## src/rtl/mfbp_pkg.sv

```systemverilog
// shared types and constants for the msb-first bit packer
package mfbp_pkg;

  localparam logic [1:0] OP_WRITE = 2'd0;
  localparam logic [1:0] OP_ALIGN = 2'd1;
  localparam logic [1:0] OP_FLUSH = 2'd2;

  localparam logic [6:0] MAX_WRITE_BITS = 7'd64;

  typedef struct packed {
    logic [1:0]  opcode;
    logic [63:0] bit_field;
    logic [6:0]  bit_count;
  } in_item_t;

  typedef struct packed {
    logic [7:0]  out_byte;
    logic        last_of_run;
    logic [63:0] bits_so_far;
  } out_item_t;

  typedef enum logic [1:0] {
    CMD_WRITE,
    CMD_ALIGN,
    CMD_FLUSH
  } cmd_kind_t;

  typedef struct packed {
    cmd_kind_t   kind;
    logic [63:0] bit_field;
    logic [6:0]  bit_count;
  } cmd_t;

  typedef struct packed {
    logic push;
    cmd_t cmd;
  } cmd_push_t;

  typedef enum logic {
    BK_IDLE,
    BK_EMIT
  } back_state_t;

endpackage

```

## src/rtl/msb_first_bit_packer.sv

```systemverilog
// top level of the msb-first bit packer
//
// Input requests (in_push / in_full) carry an opcode, a left-aligned 64-bit
// field and a bit count. A write appends the leading bit_count bits, MSB
// first; an align pads the partial byte with zeros and counts the pad bits;
// a flush pads it without counting them. Results (out_empty / out_pop) are
// bytes with the first written bit in bit 7, a flag on the last byte of each
// request and the running bit total after that byte.
// Writes of zero bits or beyond 64 bits, unused opcodes and aligns or flushes
// with no pending bits give no result and leave the state unchanged.
// A request passes the front end into a command queue in the cycle it is
// accepted. The back end takes one command a cycle from it while idle; for
// a command that yields bytes it then emits one byte per cycle into the
// output register while that register is free, and takes no new command
// until its last byte is out, shifting the bytes out of a shift register.
// When the receiver stalls, the output register holds, the back end waits
// and the queue fills until in_full rises. Reset empties the queue and the
// output register and clears the partial byte, fill level and bit total.
module msb_first_bit_packer
  import mfbp_pkg::*;
#(
  parameter int CMD_QUEUE_DEPTH = 2
) (
  input  logic      clk,
  input  logic      rst_n,
  input  logic      in_push,
  output logic      in_full,
  input  in_item_t  in_item,
  output logic      out_empty,
  input  logic      out_pop,
  output out_item_t out_item
);

  cmd_push_t q_req;
  logic      q_full;
  logic      q_empty;
  logic      q_pop;
  cmd_t      q_cmd;

  mfbp_front u_front (
    .clk     (clk),
    .rst_n   (rst_n),
    .in_push (in_push),
    .in_item (in_item),
    .q_full  (q_full),
    .q_req   (q_req)
  );

  mfbp_cmd_queue #(
    .DEPTH (CMD_QUEUE_DEPTH)
  ) u_queue (
    .clk     (clk),
    .rst_n   (rst_n),
    .q_req   (q_req),
    .q_full  (q_full),
    .q_pop   (q_pop),
    .q_empty (q_empty),
    .q_cmd   (q_cmd)
  );

  mfbp_back u_back (
    .clk       (clk),
    .rst_n     (rst_n),
    .q_empty   (q_empty),
    .q_cmd     (q_cmd),
    .q_pop     (q_pop),
    .out_empty (out_empty),
    .out_pop   (out_pop),
    .out_item  (out_item)
  );

  assign in_full = q_full;

endmodule

```

## src/rtl/mfbp_front.sv

```systemverilog
// front end: accepts requests, drops no-op ones and masks the unused bits
module mfbp_front
  import mfbp_pkg::*;
(
  input  logic      clk,
  input  logic      rst_n,
  input  logic      in_push,
  input  in_item_t  in_item,
  input  logic      q_full,
  output cmd_push_t q_req
);

  logic [2:0] fill_r;
  logic [2:0] fill_nxt;
  logic       useful;
  logic       accept;
  cmd_kind_t  kind;

  always_comb begin
    useful = 1'b0;
    kind   = CMD_WRITE;
    case (in_item.opcode)
      OP_WRITE: begin
        kind   = CMD_WRITE;
        useful = (in_item.bit_count != 7'd0) && (in_item.bit_count <= MAX_WRITE_BITS);
      end
      OP_ALIGN: begin
        kind   = CMD_ALIGN;
        useful = (fill_r != 3'd0);
      end
      OP_FLUSH: begin
        kind   = CMD_FLUSH;
        useful = (fill_r != 3'd0);
      end
      default: begin
        kind   = CMD_WRITE;
        useful = 1'b0;
      end
    endcase
  end

  assign accept = in_push && !q_full;

  // shadow of the back end's fill level, so empty aligns never reach the queue
  always_comb begin
    fill_nxt = fill_r;
    if (accept && useful) begin
      if (kind == CMD_WRITE) begin
        fill_nxt = fill_r + in_item.bit_count[2:0];
      end else begin
        fill_nxt = 3'd0;
      end
    end
  end

  always_ff @(posedge clk) begin
    if (!rst_n) begin
      fill_r <= 3'd0;
    end else begin
      fill_r <= fill_nxt;
    end
  end

  assign q_req.push          = accept && useful;
  assign q_req.cmd.kind      = kind;
  assign q_req.cmd.bit_field = in_item.bit_field & ~({64{1'b1}} >> in_item.bit_count);
  assign q_req.cmd.bit_count = in_item.bit_count;

endmodule

```

## src/rtl/mfbp_cmd_queue.sv

```systemverilog
// small command queue between the front and back ends
module mfbp_cmd_queue
  import mfbp_pkg::*;
#(
  parameter int DEPTH = 2
) (
  input  logic      clk,
  input  logic      rst_n,
  input  cmd_push_t q_req,
  output logic      q_full,
  input  logic      q_pop,
  output logic      q_empty,
  output cmd_t      q_cmd
);

  localparam int PTR_W = (DEPTH > 1) ? $clog2(DEPTH) : 1;
  localparam int CNT_W = $clog2(DEPTH + 1);

  cmd_t             slots [DEPTH];
  logic [PTR_W-1:0] wr_ptr_r, wr_ptr_nxt;
  logic [PTR_W-1:0] rd_ptr_r, rd_ptr_nxt;
  logic [CNT_W-1:0] cnt_r, cnt_nxt;
  logic             do_push;
  logic             do_pop;

  assign q_full  = (cnt_r == CNT_W'(DEPTH));
  assign q_empty = (cnt_r == '0);
  assign do_push = q_req.push && !q_full;
  assign do_pop  = q_pop && !q_empty;
  assign q_cmd   = slots[rd_ptr_r];

  always_comb begin
    wr_ptr_nxt = wr_ptr_r;
    rd_ptr_nxt = rd_ptr_r;
    cnt_nxt    = cnt_r;
    if (do_push) begin
      wr_ptr_nxt = (wr_ptr_r == PTR_W'(DEPTH - 1)) ? '0 : wr_ptr_r + PTR_W'(1);
    end
    if (do_pop) begin
      rd_ptr_nxt = (rd_ptr_r == PTR_W'(DEPTH - 1)) ? '0 : rd_ptr_r + PTR_W'(1);
    end
    if (do_push && !do_pop) begin
      cnt_nxt = cnt_r + CNT_W'(1);
    end else if (do_pop && !do_push) begin
      cnt_nxt = cnt_r - CNT_W'(1);
    end
  end

  always_ff @(posedge clk) begin
    if (!rst_n) begin
      wr_ptr_r <= '0;
      rd_ptr_r <= '0;
      cnt_r    <= '0;
    end else begin
      wr_ptr_r <= wr_ptr_nxt;
      rd_ptr_r <= rd_ptr_nxt;
      cnt_r    <= cnt_nxt;
    end
  end

  always_ff @(posedge clk) begin
    if (do_push) begin
      slots[wr_ptr_r] <= q_req.cmd;
    end
  end

endmodule

```

## src/rtl/mfbp_back.sv

```systemverilog
// back end: merges commands into the partial byte, one byte per unstalled cycle
module mfbp_back
  import mfbp_pkg::*;
(
  input  logic      clk,
  input  logic      rst_n,
  input  logic      q_empty,
  input  cmd_t      q_cmd,
  output logic      q_pop,
  output logic      out_empty,
  input  logic      out_pop,
  output out_item_t out_item
);

  back_state_t state_r, state_nxt;
  logic [71:0] sr_r, sr_nxt;
  logic [3:0]  left_r, left_nxt;
  logic [63:0] base_r, base_nxt;
  logic [63:0] total_r, total_nxt;
  logic [7:0]  partial_r, partial_nxt;
  logic [2:0]  fill_r, fill_nxt;
  logic        out_v_r, out_v_nxt;
  out_item_t   out_item_r, out_item_nxt;

  logic        out_free;
  logic        load;
  logic        emit;
  logic [71:0] stream;
  logic [6:0]  merged_len;
  logic [3:0]  nbytes;

  assign out_free = !out_v_r || out_pop;

  // merged bit stream: held bits on top, new bits right behind them
  assign stream     = {partial_r, 64'd0} | ({q_cmd.bit_field, 8'd0} >> fill_r);
  assign merged_len = {4'd0, fill_r} + q_cmd.bit_count;
  assign nbytes     = merged_len[6:3];

  always_comb begin
    state_nxt = state_r;
    case (state_r)
      BK_IDLE: begin
        if (!q_empty) begin
          if (q_cmd.kind != CMD_WRITE || nbytes != 4'd0) begin
            state_nxt = BK_EMIT;
          end
        end
      end
      BK_EMIT: begin
        if (out_free && left_r == 4'd1) begin
          state_nxt = BK_IDLE;
        end
      end
      default: state_nxt = BK_IDLE;
    endcase
  end

  always_comb begin
    load = 1'b0;
    emit = 1'b0;
    case (state_r)
      BK_IDLE: load = !q_empty;
      BK_EMIT: emit = out_free;
      default: begin
        load = 1'b0;
        emit = 1'b0;
      end
    endcase
  end

  assign q_pop = load;

  always_comb begin
    sr_nxt       = sr_r;
    left_nxt     = left_r;
    base_nxt     = base_r;
    total_nxt    = total_r;
    partial_nxt  = partial_r;
    fill_nxt     = fill_r;
    out_v_nxt    = out_v_r && !out_pop;
    out_item_nxt = out_item_r;
    if (load) begin
      case (q_cmd.kind)
        CMD_WRITE: begin
          sr_nxt    = stream;
          left_nxt  = nbytes;
          base_nxt  = total_r - {61'd0, fill_r};
          total_nxt = total_r + {57'd0, q_cmd.bit_count};
          fill_nxt  = merged_len[2:0];
          if (nbytes == 4'd0) begin
            partial_nxt = stream[71:64];
          end
        end
        CMD_ALIGN: begin
          sr_nxt    = {partial_r, 64'd0};
          left_nxt  = 4'd1;
          base_nxt  = total_r - {61'd0, fill_r};
          total_nxt = total_r + {60'd0, 4'd8 - {1'b0, fill_r}};
          fill_nxt  = 3'd0;
        end
        CMD_FLUSH: begin
          sr_nxt   = {partial_r, 64'd0};
          left_nxt = 4'd1;
          // pad bits not counted: the byte reports the unchanged total
          base_nxt = total_r - 64'd8;
          fill_nxt = 3'd0;
        end
        default: begin
          sr_nxt = sr_r;
        end
      endcase
    end
    if (emit) begin
      out_v_nxt                = 1'b1;
      out_item_nxt.out_byte    = sr_r[71:64];
      out_item_nxt.last_of_run = (left_r == 4'd1);
      out_item_nxt.bits_so_far = base_r + 64'd8;
      sr_nxt                   = {sr_r[63:0], 8'd0};
      base_nxt                 = base_r + 64'd8;
      left_nxt                 = left_r - 4'd1;
      if (left_r == 4'd1) begin
        partial_nxt = sr_r[63:56];
      end
    end
  end

  always_ff @(posedge clk) begin
    if (!rst_n) begin
      state_r   <= BK_IDLE;
      left_r    <= 4'd0;
      total_r   <= 64'd0;
      partial_r <= 8'd0;
      fill_r    <= 3'd0;
      out_v_r   <= 1'b0;
    end else begin
      state_r   <= state_nxt;
      left_r    <= left_nxt;
      total_r   <= total_nxt;
      partial_r <= partial_nxt;
      fill_r    <= fill_nxt;
      out_v_r   <= out_v_nxt;
    end
  end

  always_ff @(posedge clk) begin
    sr_r       <= sr_nxt;
    base_r     <= base_nxt;
    out_item_r <= out_item_nxt;
  end

  assign out_empty = !out_v_r;
  assign out_item  = out_item_r;

`ifndef SYNTHESIS
  a_emit_count_range: assert property (@(posedge clk) disable iff (!rst_n)
    (state_r == BK_EMIT) |-> (left_r != 4'd0) && (left_r <= 4'd8))
    else $error("emit count out of range");

  a_partial_clean: assert property (@(posedge clk) disable iff (!rst_n)
    (state_r == BK_IDLE) |-> ((partial_r & (8'hFF >> fill_r)) == 8'd0))
    else $error("unfilled bits of partial byte not zero");

  a_base_steps: assert property (@(posedge clk) disable iff (!rst_n)
    (emit && left_r != 4'd1) |=> (state_r == BK_EMIT) && (base_r == $past(base_r) + 64'd8))
    else $error("bit total does not advance by a byte between emits");
`endif

endmodule

```

## config.mk

```make
export PLATFORM = sky130hd
export DESIGN_NAME = msb_first_bit_packer
export DESIGN_NICKNAME = d
export VERILOG_FILES = /design/src/rtl/mfbp_pkg.sv /design/src/rtl/msb_first_bit_packer.sv /design/src/rtl/mfbp_front.sv /design/src/rtl/mfbp_cmd_queue.sv /design/src/rtl/mfbp_back.sv
export SDC_FILE = /design/constraint.sdc
export NUM_CORES = 1
export LEC_CHECK = 0
export ABC_AREA = 1
export BUFFER_PORTS_ARGS = -buffer_cell sky130_fd_sc_hd__buf_2
export CORE_MARGIN = 4
export CORE_UTILIZATION = 39
export CTS_CLUSTER_DIAMETER = 50
export CTS_CLUSTER_SIZE = 14
export DETAILED_ROUTE_END_ITERATION = 16
export GPL_TIMING_DRIVEN = 0
export PLACE_DENSITY = 0.58
export SLEW_MARGIN = 20
export SYNTH_ARGS = -nofsm -noshare
export SYNTH_HDL_FRONTEND = slang
export SYNTH_HIERARCHICAL = 1
export SYNTH_SLANG_ARGS = --single-unit
```

## constraint.sdc

```tcl
create_clock -name clk -period 15.7 [get_ports clk]
set_input_delay 3.14 -clock clk [delete_from_list [all_inputs] [get_ports clk]]
set_output_delay 3.14 -clock clk [all_outputs]
set_load 0.02 [all_outputs]
```

Word level (Yosys, flattened, before mapping)
Memory sizes are Yosys's and may differ from the RTL's. A register that Yosys moved wholly into a read port is not among the register bits. Cells that the tools add are included.

Add/sub/neg operators: 13. Multiplexer cells: 34. $lt $le $gt $ge: 1. Shift-type cells: 2. Bitwise gates (word level): 4. Reductions and logical operators: 39. Equal/unequal tests: 6.

Operators with widths (count): $pmux 64 s2 (2); $mux 72 (2); $pmux 72 s2 (1); $mux 64 (2); $or 72x72->72 (1); $shr 72x3->72 (1); $add 64x4->64 (1); $add 64x4->64 const B (1); $add 64x7->64 (1); $and 64x64->64 (1); $not 64->64 (1); $shr 64x7->64 const A (1); $sub 64x3->64 (1); $sub 64x4->64 const B (1); $mux 8 (5); $mux 1 (12); $reduce_bool 2->1 (5); $logic_and 1x1->1 (9); $reduce_bool 3->1 (3); $logic_not 2->1 (4); $mux 4 (2); $pmux 4 s2 (1); $reduce_and 2->1 (4); $add 3x7->7 (1); 22 further kinds (36).

Memories kept: 1. Bits of input ports: 77. Memory bits (writable): 146. Bits in registers: 297. Output and inout bits: 75.

Memories: u_queue.slots (words 2, width 73, rd ports 1, clocked after Yosys merged registers in 1, wr ports 1, line mfbp_cmd_queue.sv:19) `cmd_t slots [DEPTH];`.

Logic depth before layout (Yosys ltp)
Gate-level depths: netlist (run 1).

Word-level depth: 9. Depth in mapped cells: 23. Gate-level depth less buffers: 20.

Hierarchy
Netlist (run 1), hierarchy kept.

By module, submodules not included: mfbp_back (cells an instance 2721, times used 1, seq. area each 7797.5 sq um, area each 19160.9 sq um); mfbp_cmd_queue (cells an instance 265, times used 1, seq. area each 4484.3 sq um, area each 5865.6 sq um); mfbp_front (cells an instance 218, times used 1, seq. area each 60.1 sq um, area each 1272.5 sq um).

Worst setup path before layout (run 1)
No wires, ideal clock.

Path type: in2reg. Start: in in_item[71] (netlist bit). End: mem u_queue/slots[0][0] (netlist bit), enable pin. Slack: 8021 ps. Data required time: 15196 ps. Library setup time: 504 ps. Data arrival time: 7174 ps. Stages: 5. Path through: ha_1 nor3_1 a21boi_0 o21ai_2 nor2_1.

RTL lines: from (decl) (line msb_first_bit_packer.sv:28) `input in_item_t in_item,`; to (decl) (line mfbp_cmd_queue.sv:19).

==> results of run 1 <==
-- through the flow --
stage | power, µW | area [µm²]
after detailed placement | 2450 | 28400
after global routing | 3950 | 30300
final | 3770 | 30300
after global placement | 2440 | 28100
after CTS | 3790 | 30300
after floorplan | 2120 | 26300
-- registers in the layout (all words and copies together), names as in the netlist, named ones only --
signal,cells
u_front/fill_r,3
u_back/state_r,1
u_back/total_r,64
u_queue/rd_ptr_r,1
u_back/left_r,4
u_back/fill_r,3
u_queue/slots,146
u_back/out_v_r,1
u_queue/cnt_r,2
u_back/partial_r,8
u_back/sr_r,71
u_back/out_item,73
u_queue/wr_ptr_r,1
u_back/base_r,64
-- cell type report --
type / count / area [µm²] / area share [%]
clock buffer: 63 / 1450 / 4.77
clock inverter: 36 / 469 / 1.55
multi-input combinational: 2339 / 12200 / 40.1
sequential: 443 / 12300 / 40.7
timing repair buffer: 162 / 1010 / 3.34
tap: 864 / 1080 / 3.56
buffer: 116 / 653 / 2.15
inverter: 306 / 1150 / 3.80
-- power by group --
part / switching (µW) / leakage [µW] / internal (µW)
combinational: 638 / 0.00762 / 267
clock: 540 / 0.000944 / 790
sequential: 68.8 / 0.00399 / 1470
total: 1250 / 0.0125 / 2520
-- cells in the final DEF (no fill, tap or decap), drive strengths merged, types with 16 or more instances in the layout --
| cell | n |
|---|---|
| buf | 217 |
| a21boi | 27 |
| clkinv | 18 |
| a21oi | 101 |
| mux2 | 73 |
| nand2 | 946 |
| ha | 30 |
| a32o | 48 |
| dfxtp | 96 |
| nor2 | 421 |
| nor3 | 70 |
| edfxtp | 347 |
| nand4 | 54 |
| o21ai | 185 |
| inv | 317 |
| clkbuf | 124 |
| xnor2 | 16 |
| nand3 | 236 |
| xor2 | 59 |
-- kinds of logic after synthesis --
family | after synthesis | share of synthesized area [%]
simple gates | 1758 | 28.6
xor+xnor | 75 | 2.50
compound gates | 399 | 9.25
flops | 443 | 46.9
buf+inv | 422 | 6.86
fa+ha+maj | 34 | 1.73
mux | 73 | 4.12
-- final timing paths --
check                                      from                              end  slack, ps  depth (start not counted)
setup / recovery                    in_item[71]    u_queue/slots[1][9]$_DFFE_PP_      10370                          9
hold / removal       u_back/base_r[2]$_DFFE_PP_     u_back/out_item[2]$_DFFE_PP_        410                          0
setup reg to reg  u_back/fill_r[1]$_SDFFE_PN0P_  u_back/total_r[36]$_SDFFE_PN0P_      11610                         18
hold reg to reg      u_back/base_r[2]$_DFFE_PP_     u_back/out_item[2]$_DFFE_PP_        410                          0
-- worst max-delay path, cell delays in order --
cell	delay (ps)
sky130_fd_sc_hd__buf_2	120
sky130_fd_sc_hd__ha_1	200
sky130_fd_sc_hd__nor3_1	560
sky130_fd_sc_hd__a21boi_0	320
sky130_fd_sc_hd__o21ai_2	160
sky130_fd_sc_hd__nor2_4	490
sky130_fd_sc_hd__buf_16	230
sky130_fd_sc_hd__buf_12	190
sky130_fd_sc_hd__buf_16	190
-- layer usage --
layer	routed length (µm)	up-vias	track usage [%]
li1	-	11200	-
met1	41100	11000	35.9
met3	6150	114	2.66
met2	38900	947	37.8
met5	0	-	0
met4	2220	0	6.26
==> run summary, run 1 <==
The flow ran to the end, and the final reports show no timing, DRC or antenna violations. The chip width was 268 µm. In this run, synthesis produced a sequential element count of 443.

The tools report the net count after synthesis as 3315. The most used flip-flop cell after synthesis is sky130_fd_sc_hd__edfxtp_1. The tightest slew margin relative to the limit is 34.1%. The total congestion overflow is 0, and the HPWL after detailed placement is 70700 µm. For the synthesized instance count, the log shows 3204. The average instance in the mapped netlist occupies 8.21 µm².

In the final routed layout, each cell accounts on average for 20.4 µm. The clock skew came out at 65.4 ps. Setup repair after global routing left no endpoint under its margin.

Setup slack of the critical path after layout: 10370 ps. The tree built by TritonCTS fans out to 443 sinks. The tools report the post-CTS setup buffer count as 0. In the post-synthesis netlist, the cell with the most instances is sky130_fd_sc_hd__nand2_1.

The number of top-level pins came out at 152. STA classifies the critical path endpoint as a flop. The number of CTS-inserted buffers was 56. In this run, post-CTS hold repair placed 0 buffers.

The path category of the worst min-delay check is reg -> reg. The final-stage net count was 3535; the share of flip-flops with an asynchronous set or reset after synthesis was 0%. The critical path is of the in -> reg type. The number of warnings printed during yosys synthesis came out at 6.

The run gives 6643 as the filler cell count. The detailed router finished its first iteration with 2324 violations. The tools report the number of antenna violations at the first check in global routing as 0.

Share of the cycle needed by the critical path after routing: 33.9%. For the count of final hold-check violations, the log shows 0. The pin count of the biggest net entering global routing is 38, and the clock-pin slew reported for the worst setup and hold paths after clock tree synthesis is 60 ps.

The run gives 0.0871 mV as the highest ir drop seen on vdd. The run gives 9700 ps as the pre-CTS worst setup slack. Worst-case hold slack: 414 ps. The synthesized netlist occupies a cell area of 26300 µm².

The initial utilization of the core area, before any placement, comes to 39.6%. The number of instances in the placed design came out at 4230. Summed over all instances, the cell type with the most area after synthesis is sky130_fd_sc_hd__edfxtp_1. The arrival time of the worst setup path is 5650 ps.

The detailed-route DRC error count came out at 0. The worst endpoint required time is 16020 ps. The congestion estimate from routability-driven global placement came to 0.941. The via count came out at 23.3k. For this design the static power due to leakage is 0.0125 µW. The placement row count is 94. Sorting the synthesized cells by how often they occur yields sky130_fd_sc_hd__nand2_1 (928), sky130_fd_sc_hd__nor2_1 (395), sky130_fd_sc_hd__edfxtp_1 (347). Along the worst path, the maximum fanout reaches 21.

Input and output buffers added on the ports amount to 151. The final core area utilization was 45.7%; the count of different cell masters after synthesis was 62. The length of the first detailed-routing pass in iterations was 6; the wire length of the first global-routing pass was 133000 µm.

The floorplan step set the die height to 268 µm. The number of antenna diodes in the final layout is 0. Wires add up to 88300 µm.

The run gives 0 as the max-slew violation count. Power spread over the standard cell area amounts to 124 nW/µm². At the pin with the least slew margin, the transition time is 989 ps.

Sequential cells were found to cover 46.9% of the synthesized design area. TritonCTS built the clock tree. The tools report the library cell used as clock root buffer as sky130_fd_sc_hd__clkbuf_16.

For the count of cells resized by post-cts repair, the log shows 0. For the number of global-route vias before repair, the log shows 22.0k. Adding up every negative setup slack in the final design gives 0 ps. Setup violations remaining at the end of the flow were counted as 0.

The via-per-instance ratio came out at 5.38. Area added between synthesis and finish: 15.4%. The clock period minus worst slack is 5330 ps. In the final layout, the share of cells above drive strength 1 is 13.8%. The run gives 24.2% as the overall track demand over capacity in global routing. Across the run, the number of max-cap violations was 0. Based on the critical path, the design can be clocked at up to 188 MHz.

Area share of the largest cell type after synthesis: 39.6%. Once detail routing completed, the nets flagged for antenna violations numbered 0. The worst setup path is launched from an input pin. Yosys attributes the largest share of cell area to sky130_fd_sc_hd__edfxtp_1 (40%), sky130_fd_sc_hd__nand2_1 (13%), sky130_fd_sc_hd__dfxtp_1 (7.3%). The die covers 71700 µm².

The insertion delay of the later-clocked pin in the worst-skew pair is 630 ps, and the H-tree depth reported by CTS is 2. The number of buffers on the longest clock path is 3, and the number of synthesized flops with an enable pin is 347. The count of cells in the finished layout, fillers not included, comes to 4329.

After floorplanning, the core was sized to cover 66300 µm².
(Power assumes the default switching activity.)
==> inputs of run 2 (changes only) <==
clock period = 5.45 ns   (was 15.7 ns; I/O delays follow)
==> run summary, run 2 (synthesized netlist as in run 1, its figures left out) <==
The logs give 2561 (+10%) for the number of violations reported at the end of detailed-routing iteration 0 and 1340 ps (-10270 ps) for the slack of the worst reg-to-reg path. The final weighted congestion of routability-driven global placement was 0.954 (+1.4%). STA classifies the critical path endpoint as a flop. For the number of maximum-capacitance constraint violations, the log shows 0 (unchanged). The tools report the type of origin of the critical path as a flop.

For the length of routed met3 wiring, the log shows 6710 µm (+9.1%). The run gives 4590 ps (-1060 ps) as the arrival time of the worst setup path. The tools report the reported net switching power as 3650 µW (+190%). The run gives 38200 µm (-1.7%) as the met2 wire length. The min-delay analysis places its worst path in the category reg -> reg. The tools report the post-detailed-route count of antenna-violating nets as 0 (unchanged). The clock-pin slew reported for the worst setup and hold paths after clock tree synthesis is 60 ps (about the same), and the pin slew with the least headroom to its limit is 920 ps (-68.3 ps). The number of antenna violations at the first check in global routing is 1 (+1). Internal power consumption: 7460 µW (+200%). The via-per-instance ratio was 5.36 (-0.37%); the total die area was 71700 µm² (unchanged).

The tools report the worst-case hold slack as 417 ps (+2.73 ps). u_queue/slots holds more flip-flops than any other register. The total area of multi-input combinational cells was 12200 µm² (unchanged); the vertical die dimension was 268 µm (unchanged). Fraction of final layout cells sized beyond drive strength 1: 13.9% (+0.15 points). Max-slew violation count: 0 (unchanged). The flow ran to the end, and the final reports show no timing, DRC or antenna violations.

The power density of the placed cells was 365 nW/µm² (+190%); the count of final hold-check violations was 0 (unchanged). The H-tree depth reported by CTS is 2 (unchanged), and the highest ir drop seen on vdd is 0.247 mV (+180%). Number of buffers on the longest clock path: 3 (unchanged).

The run gives 66300 µm² (unchanged) as the placeable core region. For the leakage dissipation, the log shows 0.0126 µW (+0.40%). Clock period minus worst slack: 4110 ps. The critical path is of the reg -> reg type. For the combinational fraction of design power, the log shows 23.7% (-0.3 points). The tools report the number of clock sinks as 443 (unchanged).

The detailed-route DRC error count was 0 (unchanged). The filler cell count was 6669 (+0.39%); the HPWL after detailed placement was 69700 µm (-1.3%). The pin count of the biggest net entering global routing is 52 (+37%), and the clock skew is 47.3 ps (-18.1 ps). For the via count, the log shows 23.2k (-0.24%). The flip-flop count of the largest register, all copies and words added is 146 (unchanged), and the total routed wire length on the met1 layer is 40300 µm (-1.9%). In this run the clock root is driven by a sky130_fd_sc_hd__clkbuf_16. The number of buffers inserted by hold repair at cts was 0 (unchanged); the area taken by flip-flops and latches was 12300 µm² (unchanged).

The setup TNS was 0 ps (unchanged). The number of inserted diodes is 0 (unchanged), and the port buffer count is 151 (unchanged). For the insertion delay of the later-clocked pin in the worst-skew pair, the log shows 630 ps (about the same). The maximum net fanout on the critical path came out at 10 (-52%).

The run gives 94 (unchanged) as the placement row count. The wire length per cell after detailed routing came out at 20.3 µm (-0.69%). The part of the power in the clock network was 36.5% (+1.2 points). Leaving out fill and tap cells, the most frequent cell in the layout is sky130_fd_sc_hd__nand2_1. Fraction of power spent switching nets: 32.9% (-0.18 points). The run gives 3536 (+0.028%) as the final-stage net count. The library cells used most frequently in the layout, excluding fill and tap cells, are sky130_fd_sc_hd__nand2_1 (928), sky130_fd_sc_hd__nor2_1 (393), sky130_fd_sc_hd__edfxtp_1 (347). The number of setup violations in the final report was 0 (unchanged); the number of CTS-inserted buffers was 56 (unchanged).

The starting utilization of the core area was 39.6% (unchanged). The logs give 0 (unchanged) for the post-CTS setup buffer count and 5930 ps (-10090 ps) for the worst endpoint required time. The number of instances in the placed design came out at 4231 (+0.024%). Uppermost layer routed: met4. For the tightest slew margin relative to the limit, the log shows 38.6% (+4.6 points). The logs give 21.8k (-1.0%) for the number of global-route vias before repair and 131000 µm (-0.97%) for the wire length of the first global-routing pass. Length of the first detailed-routing pass in iterations: 8 (+2).

The total congestion overflow came out at 0 (unchanged). Setup repair after global routing left no endpoint under its margin. The sum of routed wire length over all layers came out at 87900 µm (-0.55%).

Static timing analysis puts the maximum clock frequency at 244 MHz. The chip width came out at 268 µm (unchanged). The area added between synthesis and finish works out to 15.9%. TritonCTS built the clock tree.

The count of cells resized by post-cts repair came out at 0 (unchanged). The post-layout instance count excluding filler cells is 4335 (+0.14%). The final critical path takes up 75.3% of the cycle. The tools report the overall track demand over capacity in global routing as 24.0% (-0.16 points).

For the number of top-level pins, the log shows 152 (unchanged). The sequential fraction of design power was 39.8% (-0.9 points).
==> run 2: cell count changes in the layout (fill, tap and decap cells not counted), sizes merged <==
cell,delta
clkinv,-5
bufinv,+3
clkinvlp,+3
inv,+3
buf,+1
clkbuf,+1
==> run 2: per-stage QoR <==
stage	total power, µW	utilization, %	area (µm²)	setup slack [ps]
finish	11100	45.9	30500	1340
global route	11600	45.9	30500	1060
CTS	11200	45.9	30500	1390
detailed placement	7070	42.9	28400	1450
global placement	7020	42.4	28100	-2470
floorplan	6090	-	26300	-179
==> run 2: path summary, 6_finish.rpt <==
| path | from | end | cells past startpoint |
|---|---|---|---|
| setup / recovery | flop | u_back/total_r[36]$_SDFFE_PN0P_ | 21 |
| hold / removal | u_back/sr_r[68]$_DFFE_PP_ | u_back/out_item[69]$_DFFE_PP_ | 0 |
| setup reg to reg | flop | u_back/total_r[36]$_SDFFE_PN0P_ | 21 |
| hold reg to reg | u_back/sr_r[68]$_DFFE_PP_ | u_back/out_item[69]$_DFFE_PP_ | 0 |
==> run 2: worst max-delay path: stages, from the launching register on <==
cell and delay, ps:
sky130_fd_sc_hd__dfxtp_1 320, sky130_fd_sc_hd__buf_6 230, sky130_fd_sc_hd__buf_12 190, sky130_fd_sc_hd__mux2_4 360
sky130_fd_sc_hd__inv_1 90, sky130_fd_sc_hd__ha_1 170, sky130_fd_sc_hd__clkbuf_1 320, sky130_fd_sc_hd__nor2_1 70
sky130_fd_sc_hd__nor2_1 150, sky130_fd_sc_hd__ha_1 260, sky130_fd_sc_hd__inv_1 70, sky130_fd_sc_hd__fa_1 390
sky130_fd_sc_hd__inv_1 120, sky130_fd_sc_hd__nand3_1 80, sky130_fd_sc_hd__nand3_1 160, sky130_fd_sc_hd__nand2_1 70
sky130_fd_sc_hd__nand2_1 140, sky130_fd_sc_hd__nand2_1 110, sky130_fd_sc_hd__nor2_1 250, sky130_fd_sc_hd__nand2_1 140
sky130_fd_sc_hd__o21ai_0 180, sky130_fd_sc_hd__nor2_1 60
==> run 2: final cells by class <==
cell class / count / share of cell area, %
Buffer: 116 / 2.14
Clock buffer: 64 / 4.80
Clock inverter: 40 / 1.88
Inverter: 306 / 3.79
Multi-Input combinational cell: 2339 / 40.0
Sequential cell: 443 / 40.5
Tap cell: 864 / 3.55
Timing Repair Buffer: 163 / 3.37
==> run 2: routing by layer <==
layer / global-route usage (%) / up-vias
li1: - / 11200
met1: 35.6 / 10900
met2: 36.9 / 981
met3: 3.03 / 131
met4: 7.10 / 0
met5: 0 / -
==> run 2: power by group through the flow <==
| stage | sequential (µW) | combinational (µW) | clock (µW) |
|---|---|---|---|
| 6_report | 4420 | 2630 | 4060 |
| 5_1_grt | 4460 | 2860 | 4280 |
| 4_1_cts | 4420 | 2590 | 4140 |
| 3_5_place_dp | 4490 | 2580 | 0 |
| 3_3_place_gp | 4540 | 2480 | 0 |
| 2_1_floorplan | 4550 | 1540 | 0 |
